<file path="src/hw/rtl/rhcg_pkg.sv">
// ----------------------------------------------------------------------------
// Rainbow hue colour generator: shared package
// Constants, types and the channel selection function used across the block.
// ----------------------------------------------------------------------------
`default_nettype none

package rhcg_pkg;

	// Hue arithmetic, in hundredths of a degree
	localparam int HUE_W = 16;
	localparam logic [15:0] HUE_FULL   = 16'd36000;
	localparam logic [16:0] HUE_FULL_X = 17'd36000;
	localparam logic [16:0] HUE_DOUBLE = 17'd72000;
	localparam logic [16:0] HUE_HALF   = 17'd18000;
	localparam logic [16:0] DEG_SCALE  = 17'd100;
	localparam logic [15:0] HUE_LIMIT  = 16'd37023;
	localparam logic [15:0] SECTOR_1   = 16'd6000;
	localparam logic [15:0] SECTOR_2   = 16'd12000;
	localparam logic [15:0] SECTOR_3   = 16'd18000;
	localparam logic [15:0] SECTOR_4   = 16'd24000;
	localparam logic [15:0] SECTOR_5   = 16'd30000;
	localparam logic [13:0] SECTOR_F   = 14'd6000;
	localparam logic [12:0] DIST_FULL  = 13'd6000;

	// Configuration
	localparam int CFG_IDX_W  = 3;
	localparam int CFG_DATA_W = 10;
	localparam logic [2:0] CFG_SPEED  = 3'd0;
	localparam logic [2:0] CFG_SAT    = 3'd1;
	localparam logic [2:0] CFG_BRIGHT = 3'd2;
	localparam logic [2:0] CFG_OFF1   = 3'd3;
	localparam logic [2:0] CFG_OFF2   = 3'd4;
	localparam logic [2:0] CFG_SUPER  = 3'd5;
	localparam logic [2:0] CFG_PASTEL = 3'd6;
	localparam logic [9:0] SPEED_RESET = 10'd10;
	localparam logic [9:0] SUPER_STEP  = 10'd1000;
	localparam logic [6:0] PCT_MAX     = 7'd100;
	localparam logic [6:0] PASTEL_SAT  = 7'd50;
	localparam logic [6:0] PASTEL_VAL  = 7'd90;

	// Shared multiplier and constant division by 60e6/255 = 4e6/17
	localparam int MUL_A_W = 26;
	localparam int MUL_B_W = 23;
	localparam int PROD_W  = 49;
	localparam int QUOT_LSB = 40;
	localparam logic [19:0] W_FULL  = 20'd600000;
	localparam logic [22:0] RECIP17 = 23'd4672909;   // 17 * floor(2^40 / 4e6)
	localparam logic [22:0] DIV_D   = 23'd4000000;

	// Which channel value the sequencer works on
	localparam logic [2:0] VAL_MAX  = 3'd0;
	localparam logic [2:0] VAL_MIN  = 3'd1;
	localparam logic [2:0] VAL_X0   = 3'd2;
	localparam logic [2:0] VAL_LAST = 3'd5;

	localparam int N_COLORS = 4;

	typedef enum logic [2:0] {
		ST_IDLE,
		ST_SETUP,
		ST_SD,
		ST_VW,
		ST_RC,
		ST_QD,
		ST_STORE,
		ST_FINISH
	} seq_state_t;

	// Sectors of the hue circle, named by the strongest and the middle channel
	typedef enum logic [2:0] {
		SECT_R_G,
		SECT_G_R,
		SECT_G_B,
		SECT_B_G,
		SECT_B_R,
		SECT_R_B
	} hue_sector_t;

	typedef struct packed {
		logic [9:0] step;
		logic [6:0] sat;
		logic [6:0] val;
		logic [8:0] off_one;
		logic [8:0] off_two;
	} hsv_cfg_t;

	typedef struct packed {
		logic [7:0] red;
		logic [7:0] green;
		logic [7:0] blue;
	} rgb_t;

	function automatic rgb_t hsv_pick(hue_sector_t sec, logic [7:0] hi, logic [7:0] lo,
			logic [7:0] mid);
		rgb_t c;
		case (sec)
			SECT_R_G: begin
				c.red = hi;  c.green = mid; c.blue = lo;
			end
			SECT_G_R: begin
				c.red = mid; c.green = hi;  c.blue = lo;
			end
			SECT_G_B: begin
				c.red = lo;  c.green = hi;  c.blue = mid;
			end
			SECT_B_G: begin
				c.red = lo;  c.green = mid; c.blue = hi;
			end
			SECT_B_R: begin
				c.red = mid; c.green = lo;  c.blue = hi;
			end
			default: begin
				c.red = hi;  c.green = lo;  c.blue = mid;
			end
		endcase
		return c;
	endfunction

endpackage

`default_nettype wire

</file>
<file path="src/hw/rtl/rhcg_cfg.sv">
// ----------------------------------------------------------------------------
// Rainbow hue colour generator: configuration registers
// Holds the seven settings and presents the effective step, saturation,
// brightness and offsets.
// ----------------------------------------------------------------------------
`default_nettype none

module rhcg_cfg (
	input  wire logic                            clk,
	input  wire logic                            arst_n,
	input  wire logic                            wr_en,
	input  wire logic [rhcg_pkg::CFG_IDX_W-1:0]  wr_index,
	input  wire logic [rhcg_pkg::CFG_DATA_W-1:0] wr_data,
	output rhcg_pkg::hsv_cfg_t                   cfg
);
	import rhcg_pkg::*;

	logic [9:0] speed_q;
	logic [6:0] sat_q;
	logic [6:0] bright_q;
	logic [8:0] off_one_q;
	logic [8:0] off_two_q;
	logic       super_q;
	logic       pastel_q;

	always_ff @(posedge clk or negedge arst_n) begin
		if (!arst_n) begin
			speed_q   <= SPEED_RESET;
			sat_q     <= PCT_MAX;
			bright_q  <= PCT_MAX;
			off_one_q <= '0;
			off_two_q <= '0;
			super_q   <= 1'b0;
			pastel_q  <= 1'b0;
		end else if (wr_en) begin
			case (wr_index)
				CFG_SPEED:  speed_q   <= wr_data;
				CFG_SAT:    sat_q     <= wr_data[6:0];
				CFG_BRIGHT: bright_q  <= wr_data[6:0];
				CFG_OFF1:   off_one_q <= wr_data[8:0];
				CFG_OFF2:   off_two_q <= wr_data[8:0];
				CFG_SUPER:  super_q   <= wr_data[0];
				CFG_PASTEL: pastel_q  <= wr_data[0];
				default: ;
			endcase
		end
	end

	always_comb begin
		cfg.step    = super_q ? SUPER_STEP : speed_q;
		cfg.off_one = off_one_q;
		cfg.off_two = off_two_q;
		if (pastel_q) begin
			cfg.sat = PASTEL_SAT;
			cfg.val = PASTEL_VAL;
		end else begin
			cfg.sat = (sat_q > PCT_MAX) ? PCT_MAX : sat_q;
			cfg.val = (bright_q > PCT_MAX) ? PCT_MAX : bright_q;
		end
	end

endmodule

`default_nettype wire

</file>
<file path="src/hw/rtl/rhcg_mul.sv">
// ----------------------------------------------------------------------------
// Rainbow hue colour generator: shared multiplier
// One registered multiplier that the sequencer uses for each product of the level and quotient calculation.
// ----------------------------------------------------------------------------
`default_nettype none

module rhcg_mul (
	input  wire logic                          clk,
	input  wire logic [rhcg_pkg::MUL_A_W-1:0]  a,
	input  wire logic [rhcg_pkg::MUL_B_W-1:0]  b,
	output logic      [rhcg_pkg::PROD_W-1:0]   prod_q
);
	import rhcg_pkg::*;

	always_ff @(posedge clk) begin
		prod_q <= PROD_W'(a) * PROD_W'(b);
	end

endmodule

`default_nettype wire

</file>
<file path="src/hw/rtl/rhcg_core.sv">
// ----------------------------------------------------------------------------
// Rainbow hue colour generator: hue accumulator and conversion sequencer
// Updates the hue and works out six channel bytes, one after another, on the
// shared multiplier: the full and floor levels common to all colours, then
// the rising or falling level of each of the four colours.
// ----------------------------------------------------------------------------
`default_nettype none

module rhcg_core (
	input  wire logic               clk,
	input  wire logic               arst_n,
	input  wire rhcg_pkg::hsv_cfg_t cfg,
	input  wire logic               in_valid,
	output logic                    in_stall,
	input  wire logic               advance,
	output logic                    result_done,
	input  wire logic               result_take,
	output rhcg_pkg::rgb_t          colors [rhcg_pkg::N_COLORS]
);
	import rhcg_pkg::*;

	seq_state_t state_q, state_d;
	logic [2:0]  val_q;
	logic [15:0] hue_q;
	logic [15:0] hue_next;
	logic [15:0] h_q;
	logic [25:0] p_q;
	logic [7:0]  q0_q;
	logic [7:0]  max_q;
	logic [7:0]  min_q;
	logic [7:0]  x_q [N_COLORS];
	hue_sector_t sector_q [N_COLORS];

	logic              accept;
	logic [2:0]        val_off;
	logic [1:0]        color;
	logic              opp;
	logic [8:0]        off_sel;
	logic [16:0]       base;
	logic [15:0]       h_red;
	hue_sector_t       sector;
	logic [13:0]       f;
	logic [12:0]       ramp_gap;
	logic [12:0]       d;
	logic [MUL_A_W-1:0] mul_a;
	logic [MUL_B_W-1:0] mul_b;
	logic [PROD_W-1:0]  prod;
	logic [8:0]        q_inc;
	logic [31:0]       p17;
	logic [7:0]        quot;

	rhcg_mul u_mul (
		.clk    (clk),
		.a      (mul_a),
		.b      (mul_b),
		.prod_q (prod)
	);

	assign accept   = in_valid && (state_q == ST_IDLE);
	assign hue_next = (hue_q >= HUE_FULL) ? '0 : hue_q + 16'(cfg.step);

	// Colour being set up: first pair on offset one, second on offset two,
	// the odd one of each pair half a turn round.
	assign val_off = val_q - VAL_X0;
	assign color   = val_off[1:0];
	assign opp     = color[0];
	assign off_sel = color[1] ? cfg.off_two : cfg.off_one;

	always_comb begin
		base = {1'b0, hue_q} + 17'(off_sel) * DEG_SCALE + (opp ? HUE_HALF : '0);
		if (base >= HUE_DOUBLE)
			h_red = 16'(base - HUE_DOUBLE);
		else if (base >= HUE_FULL_X)
			h_red = 16'(base - HUE_FULL_X);
		else
			h_red = base[15:0];
	end

	always_comb begin
		if (h_q < SECTOR_1)
			sector = SECT_R_G;
		else if (h_q < SECTOR_2)
			sector = SECT_G_R;
		else if (h_q < SECTOR_3)
			sector = SECT_G_B;
		else if (h_q < SECTOR_4)
			sector = SECT_B_G;
		else if (h_q < SECTOR_5)
			sector = SECT_B_R;
		else
			sector = SECT_R_B;

		if (h_q >= SECTOR_4)
			f = 14'(h_q - SECTOR_4);
		else if (h_q >= SECTOR_2)
			f = 14'(h_q - SECTOR_2);
		else
			f = h_q[13:0];
		ramp_gap = (f >= SECTOR_F) ? 13'(f - SECTOR_F) : 13'(SECTOR_F - f);

		case (val_q)
			VAL_MAX: d = '0;
			VAL_MIN: d = DIST_FULL;
			default: d = ramp_gap;
		endcase
	end

	// Next state
	always_comb begin
		state_d = state_q;
		case (state_q)
			ST_IDLE:   if (accept) state_d = ST_SETUP;
			ST_SETUP:  state_d = ST_SD;
			ST_SD:     state_d = ST_VW;
			ST_VW:     state_d = ST_RC;
			ST_RC:     state_d = ST_QD;
			ST_QD:     state_d = ST_STORE;
			ST_STORE:  state_d = (val_q == VAL_LAST) ? ST_FINISH : ST_SETUP;
			ST_FINISH: if (result_take) state_d = ST_IDLE;
			default:   state_d = ST_IDLE;
		endcase
	end

	// Multiplier operands and handshake outputs. The level is
	// w = 600000 - s*d, then P = v*w, and the byte is floor(17*P / 4e6),
	// estimated by a reciprocal product and corrected by one compare.
	always_comb begin
		in_stall    = (state_q != ST_IDLE);
		result_done = (state_q == ST_FINISH);
		mul_a       = '0;
		mul_b       = '0;
		case (state_q)
			ST_SD: begin
				mul_a = MUL_A_W'(d);
				mul_b = MUL_B_W'(cfg.sat);
			end
			ST_VW: begin
				mul_a = MUL_A_W'(W_FULL - prod[19:0]);
				mul_b = MUL_B_W'(cfg.val);
			end
			ST_RC: begin
				mul_a = prod[MUL_A_W-1:0];
				mul_b = RECIP17;
			end
			ST_QD: begin
				mul_a = MUL_A_W'({1'b0, prod[QUOT_LSB+7:QUOT_LSB]} + 9'd1);
				mul_b = DIV_D;
			end
			default: ;
		endcase
	end

	assign q_inc = {1'b0, q0_q} + 9'd1;
	assign p17   = (32'(p_q) << 4) + 32'(p_q);
	assign quot  = (p17 >= prod[31:0]) ? q_inc[7:0] : q0_q;

	always_ff @(posedge clk or negedge arst_n) begin
		if (!arst_n) begin
			state_q <= ST_IDLE;
			val_q   <= '0;
			hue_q   <= '0;
		end else begin
			state_q <= state_d;
			if (accept)
				val_q <= VAL_MAX;
			else if (state_q == ST_STORE)
				val_q <= val_q + 3'd1;
			if (accept && advance)
				hue_q <= hue_next;
		end
	end

	always_ff @(posedge clk) begin
		if (state_q == ST_SETUP)
			h_q <= h_red;
		if (state_q == ST_SD && val_q >= VAL_X0)
			sector_q[color] <= sector;
		if (state_q == ST_RC)
			p_q <= prod[MUL_A_W-1:0];
		if (state_q == ST_QD)
			q0_q <= prod[QUOT_LSB+7:QUOT_LSB];
		if (state_q == ST_STORE) begin
			case (val_q)
				VAL_MAX: max_q <= quot;
				VAL_MIN: min_q <= quot;
				default: x_q[color] <= quot;
			endcase
		end
	end

	always_comb begin
		for (int i = 0; i < N_COLORS; i++)
			colors[i] = hsv_pick(sector_q[i], max_q, min_q, x_q[i]);
	end

	// The reciprocal estimate is never more than one below the true quotient.
	a_quot_corr: assert property (@(posedge clk) disable iff (!arst_n)
		(state_q == ST_STORE) |-> (p17 < prod[31:0] + 32'(DIV_D)))
		else $error("quotient estimate off by more than one");

	a_hue_range: assert property (@(posedge clk) disable iff (!arst_n)
		hue_q < HUE_LIMIT)
		else $error("hue accumulator out of range");

	a_h_reduced: assert property (@(posedge clk) disable iff (!arst_n)
		(state_q == ST_SD) |-> (h_q < HUE_FULL))
		else $error("colour hue not reduced below a full turn");

	a_start: assert property (@(posedge clk) disable iff (!arst_n)
		accept |=> (state_q == ST_SETUP) && (val_q == VAL_MAX))
		else $error("sequence did not start on the full level");

endmodule

`default_nettype wire

</file>
<file path="src/hw/rtl/rainbow_hue_color_generator_unit.sv">
// ----------------------------------------------------------------------------
// Rainbow hue colour generator
// Advances a hue accumulator on each accepted word that sets advance, and converts four related hues to RGB.
// ----------------------------------------------------------------------------
//
//   channel | handshake                  | payload
//   --------+----------------------------+------------------------------------
//   cfg     | cfg_valid / cfg_ready      | cfg_index, cfg_data
//   in      | in_valid / in_stall        | advance
//   out     | out_valid / out_stall      | {one,two}_{main,opp}_{red,green,blue}
//
// Each input word is worked through six channel levels, each taken through the
// shared multiplier (set-up, four products and a correcting compare); then the
// colours are handed to the output register and the sequencer returns to idle,
// in which the next word is accepted.
// Reset clears the hue to zero and loads the register defaults.
// A finished word waits in the sequencer while the output register is full
// and stalled; the input stays stalled until it has moved on.
// ----------------------------------------------------------------------------
`default_nettype none

module rainbow_hue_color_generator_unit (
	input  wire logic                            clk,
	input  wire logic                            arst_n,
	input  wire logic                            cfg_valid,
	output logic                                 cfg_ready,
	input  wire logic [rhcg_pkg::CFG_IDX_W-1:0]  cfg_index,
	input  wire logic [rhcg_pkg::CFG_DATA_W-1:0] cfg_data,
	input  wire logic                            in_valid,
	output logic                                 in_stall,
	input  wire logic                            advance,
	output logic                                 out_valid,
	input  wire logic                            out_stall,
	output logic [7:0]                           one_main_red,
	output logic [7:0]                           one_main_green,
	output logic [7:0]                           one_main_blue,
	output logic [7:0]                           one_opp_red,
	output logic [7:0]                           one_opp_green,
	output logic [7:0]                           one_opp_blue,
	output logic [7:0]                           two_main_red,
	output logic [7:0]                           two_main_green,
	output logic [7:0]                           two_main_blue,
	output logic [7:0]                           two_opp_red,
	output logic [7:0]                           two_opp_green,
	output logic [7:0]                           two_opp_blue
);
	import rhcg_pkg::*;

	hsv_cfg_t cfg;
	rgb_t     colors  [N_COLORS];
	rgb_t     color_q [N_COLORS];
	logic     out_valid_q;
	logic     result_done;
	logic     result_take;

	assign cfg_ready = 1'b1;

	rhcg_cfg u_cfg (
		.clk      (clk),
		.arst_n   (arst_n),
		.wr_en    (cfg_valid && cfg_ready),
		.wr_index (cfg_index),
		.wr_data  (cfg_data),
		.cfg      (cfg)
	);

	rhcg_core u_core (
		.clk         (clk),
		.arst_n      (arst_n),
		.cfg         (cfg),
		.in_valid    (in_valid),
		.in_stall    (in_stall),
		.advance     (advance),
		.result_done (result_done),
		.result_take (result_take),
		.colors      (colors)
	);

	// The output register takes a new word when it is empty or being emptied.
	assign result_take = !out_valid_q || !out_stall;

	always_ff @(posedge clk or negedge arst_n) begin
		if (!arst_n)
			out_valid_q <= 1'b0;
		else if (result_done && result_take)
			out_valid_q <= 1'b1;
		else if (!out_stall)
			out_valid_q <= 1'b0;
	end

	always_ff @(posedge clk) begin
		if (result_done && result_take)
			color_q <= colors;
	end

	assign out_valid      = out_valid_q;
	assign one_main_red   = color_q[0].red;
	assign one_main_green = color_q[0].green;
	assign one_main_blue  = color_q[0].blue;
	assign one_opp_red    = color_q[1].red;
	assign one_opp_green  = color_q[1].green;
	assign one_opp_blue   = color_q[1].blue;
	assign two_main_red   = color_q[2].red;
	assign two_main_green = color_q[2].green;
	assign two_main_blue  = color_q[2].blue;
	assign two_opp_red    = color_q[3].red;
	assign two_opp_green  = color_q[3].green;
	assign two_opp_blue   = color_q[3].blue;

endmodule

`default_nettype wire
</file>
<file path="config.mk">
export PLATFORM = sky130hd
export DESIGN_NAME = rainbow_hue_color_generator_unit
export DESIGN_NICKNAME = d
export VERILOG_FILES = /design/src/hw/rtl/rhcg_pkg.sv /design/src/hw/rtl/rhcg_cfg.sv /design/src/hw/rtl/rhcg_mul.sv /design/src/hw/rtl/rhcg_core.sv /design/src/hw/rtl/rainbow_hue_color_generator_unit.sv
export SDC_FILE = /design/constraint.sdc
export NUM_CORES = 2
export LEC_CHECK = 0
export ABC_AREA = 1
export ABC_CLOCK_PERIOD_IN_PS = 10000
export BUFFER_PORTS_ARGS = -buffer_cell sky130_fd_sc_hd__buf_2
export CAP_MARGIN = 0
export CORE_ASPECT_RATIO = 0.7
export CORE_UTILIZATION = 61
export CTS_CLUSTER_DIAMETER = 50
export DETAILED_ROUTE_END_ITERATION = 8
export PLACE_DENSITY = 0.78
export SKIP_CTS_REPAIR_TIMING = 1
export SLEW_MARGIN = 20
export SYNTH_ARGS = -nofsm -noshare
export SYNTH_HDL_FRONTEND = slang
export SYNTH_HIERARCHICAL = 1
export SYNTH_SLANG_ARGS = --single-unit
export TNS_END_PERCENT = 50
</file>
<file path="constraint.sdc">
create_clock -name clk -period 10 [get_ports clk]
set_input_delay 1 -clock clk [delete_from_list [all_inputs] [get_ports clk]]
set_output_delay 1 -clock clk [all_outputs]
set_load 0.01 [all_outputs]
</file>
==> impl_metrics.tcl <==
set metrics [dict create \
    outcome "complete, no violations" \
    cts_sinks 313 \
    drive_above_1_share 0.0749 \
    drtIter0Drc 3276 \
    antenna_left 0 \
    endpoint_kind "flip-flop" \
    fill_cells 5423 \
    worst_path_max_delay_cell "nand3_1" \
    tns_ns 0 \
    grt_pass1_wl_mm 175 \
    min_path_type "flip-flop to flip-flop" \
    antenna_found_initial 2 \
    die_w_um 308 \
    crit_family "adder cells" \
    cp.required_ns 10.46 \
    hold_viol_final 0 \
    dp_hpwl_mm 89.4 \
    clock_latency_ns 0.60 \
    slowest_delay_ns 0.54 \
    synth_area_um2 39900 \
    grt-ovfl-total 0 \
    grt_usage 0.340 \
    nets 5925 \
    start_util 0.624 \
    grt_pass1_vias 31800 \
    flow.area_growth_from_synthesis_pct 7.28 \
    synth_area_per_cell_um2 7.92 \
    post-route-min-period_ns 9.31 \
    grt_start_max_net_pins 85 \
    finalMaxSlewViolations 0 \
    path_clk_slew_ns 0.06 \
    cts_buffers 39 \
    die_height_um 216 \
    wirelength_mm 110 \
    skew_ns 0.0390 \
    clockBufferDepth 3 \
    postSynthCellCount 5030 \
    slew_headroom 0.228 \
    clock.fmax_ghz 0.107 \
    start_kind "flip-flop" \
    rsz0062_at_grt "false" \
    rows 77 \
    route.detailed.drc 0 \
    die_area_um2 66400 \
    io_buffers 116 \
    synth_warnings 6 \
    setup_viol_count_final 0 \
    path_buf_inv 10 \
    wire_per_inst_um 18.4 \
    finalCritPeriodShare 0.931 \
    worstMarginPinSlew_ns 1.15 \
    drv_cap 0 \
    detailedRoute.firstPassIterationCount 9 \
    ioPinCount 118 \
    via_count 32800 \
    core_um2 63900 \
    cts_tree "built" \
    cts-root-buf "clkbuf_16" \
    arrival_ns 9.76 \
    critical_path_peak_fanout 14 \
    gp_congestion 1.04 \
    via_per_inst 5.47 \
    critPathKind "flip-flop to flip-flop" \
    ctsHtreeMaxLevel 2 \
]
==> cells in the final DEF (no fill, tap or decap), types with 9 or more instances in the layout <==
| cell | instances |
|---|---|
| nand2_1 | 1435 |
| inv_1 | 1276 |
| fa_1 | 513 |
| ha_1 | 311 |
| edfxtp_1 | 206 |
| nor2_1 | 187 |
| buf_2 | 116 |
| o21ai_0 | 115 |
| nand3_1 | 111 |
| a21oi_1 | 105 |
| xor2_1 | 78 |
| o221ai_1 | 64 |
| dfrtp_1 | 59 |
| buf_4 | 48 |
| dfxtp_1 | 40 |
| clkbuf_16 | 39 |
| a22oi_1 | 37 |
| nand4_1 | 29 |
| nand2_2 | 27 |
| o21ai_2 | 24 |
| xnor2_1 | 24 |
| o21ai_1 | 22 |
| nor3_1 | 22 |
| nor2_2 | 20 |
| or2_2 | 16 |
| nand3_2 | 12 |
| o21bai_1 | 12 |
| a31oi_1 | 12 |
| inv_2 | 12 |
| clkinv_1 | 9 |
==> registers in the layout, indices dropped and copies added, names as in the netlist, 9 cells and up <==
signal and count:
u_core/p_q 26, u_cfg/off_two_q 9, u_core/h_q 16, u_core/x_q 32, u_core/hue_q 16, u_core/sector_q 12
u_cfg/speed_q 10, u_core/u_mul/prod_q 40, u_cfg/off_one_q 9
==> final timing paths <==
check | from | endpoint | slack [ns] | depth (start not counted)
setup / recovery | u_core/h_q[7]$_DFFE_PP_ | u_core/u_mul/prod_q[31]$_DFF_P_ | 0.69 | 43
hold / removal | u_core/u_mul/prod_q[24]$_DFF_P_ | u_core/p_q[24]$_DFFE_PN_ | 0.42 | 0
setup reg to reg | u_core/h_q[7]$_DFFE_PP_ | u_core/u_mul/prod_q[31]$_DFF_P_ | 0.69 | 43
hold reg to reg | u_core/u_mul/prod_q[24]$_DFF_P_ | u_core/p_q[24]$_DFFE_PN_ | 0.42 | 0
max in group asynchronous | arst_n | u_core/hue_q[0]$_DFFE_PN0P_ | 8.74 | 2
min in group asynchronous | arst_n | out_valid$_DFFE_PN0P_ | 0.62 | 2
==> per-layer routing <==
| layer | wire (um) | up-vias | track usage | share of wire |
|---|---|---|---|---|
| met5 | 0 | - | 0 | 0 |
| met1 | 47700 | 15500 | 0.510 | 0.43 |
| met3 | 14700 | 193 | 0.101 | 0.13 |
| met2 | 44900 | 1748 | 0.481 | 0.41 |
| li1 | - | 15300 | - | - |
| met4 | 2740 | 0 | 0.0829 | 0.025 |
==> per-stage QoR <==
stage / util / worst slack (ns) / hold WS, ns / instances / area (um^2)
6_report: 0.669 / 0.692 / 0.417 / 5984 / 42800
5_1_grt: 0.669 / 0.139 / 0.420 / 5984 / 42800
4_1_cts: 0.669 / 0.872 / 0.411 / 5982 / 42700
3_5_place_dp: 0.648 / 0.918 / 0.418 / 5910 / 41400
3_3_place_gp: 0.648 / 1.02 / 0.414 / 5910 / 41400
2_1_floorplan: - / 2.12 / 0.408 / 5033 / 39900
==> final cells by class <==
type	instances	area [um^2]	area share
repair buffers	164	941	0.0220
clock inverters	28	345	0.00808
flip-flops and latches	313	8670	0.203
clock buffers	44	1010	0.0237
inverters	1295	4860	0.114
diodes	2	5.00	0.000117
well taps	869	1090	0.0254
multi-input cells	3269	25800	0.604
Power is not shown: default switching activity piles up to over one toggle a cycle in this logic, so the estimate is an artifact.
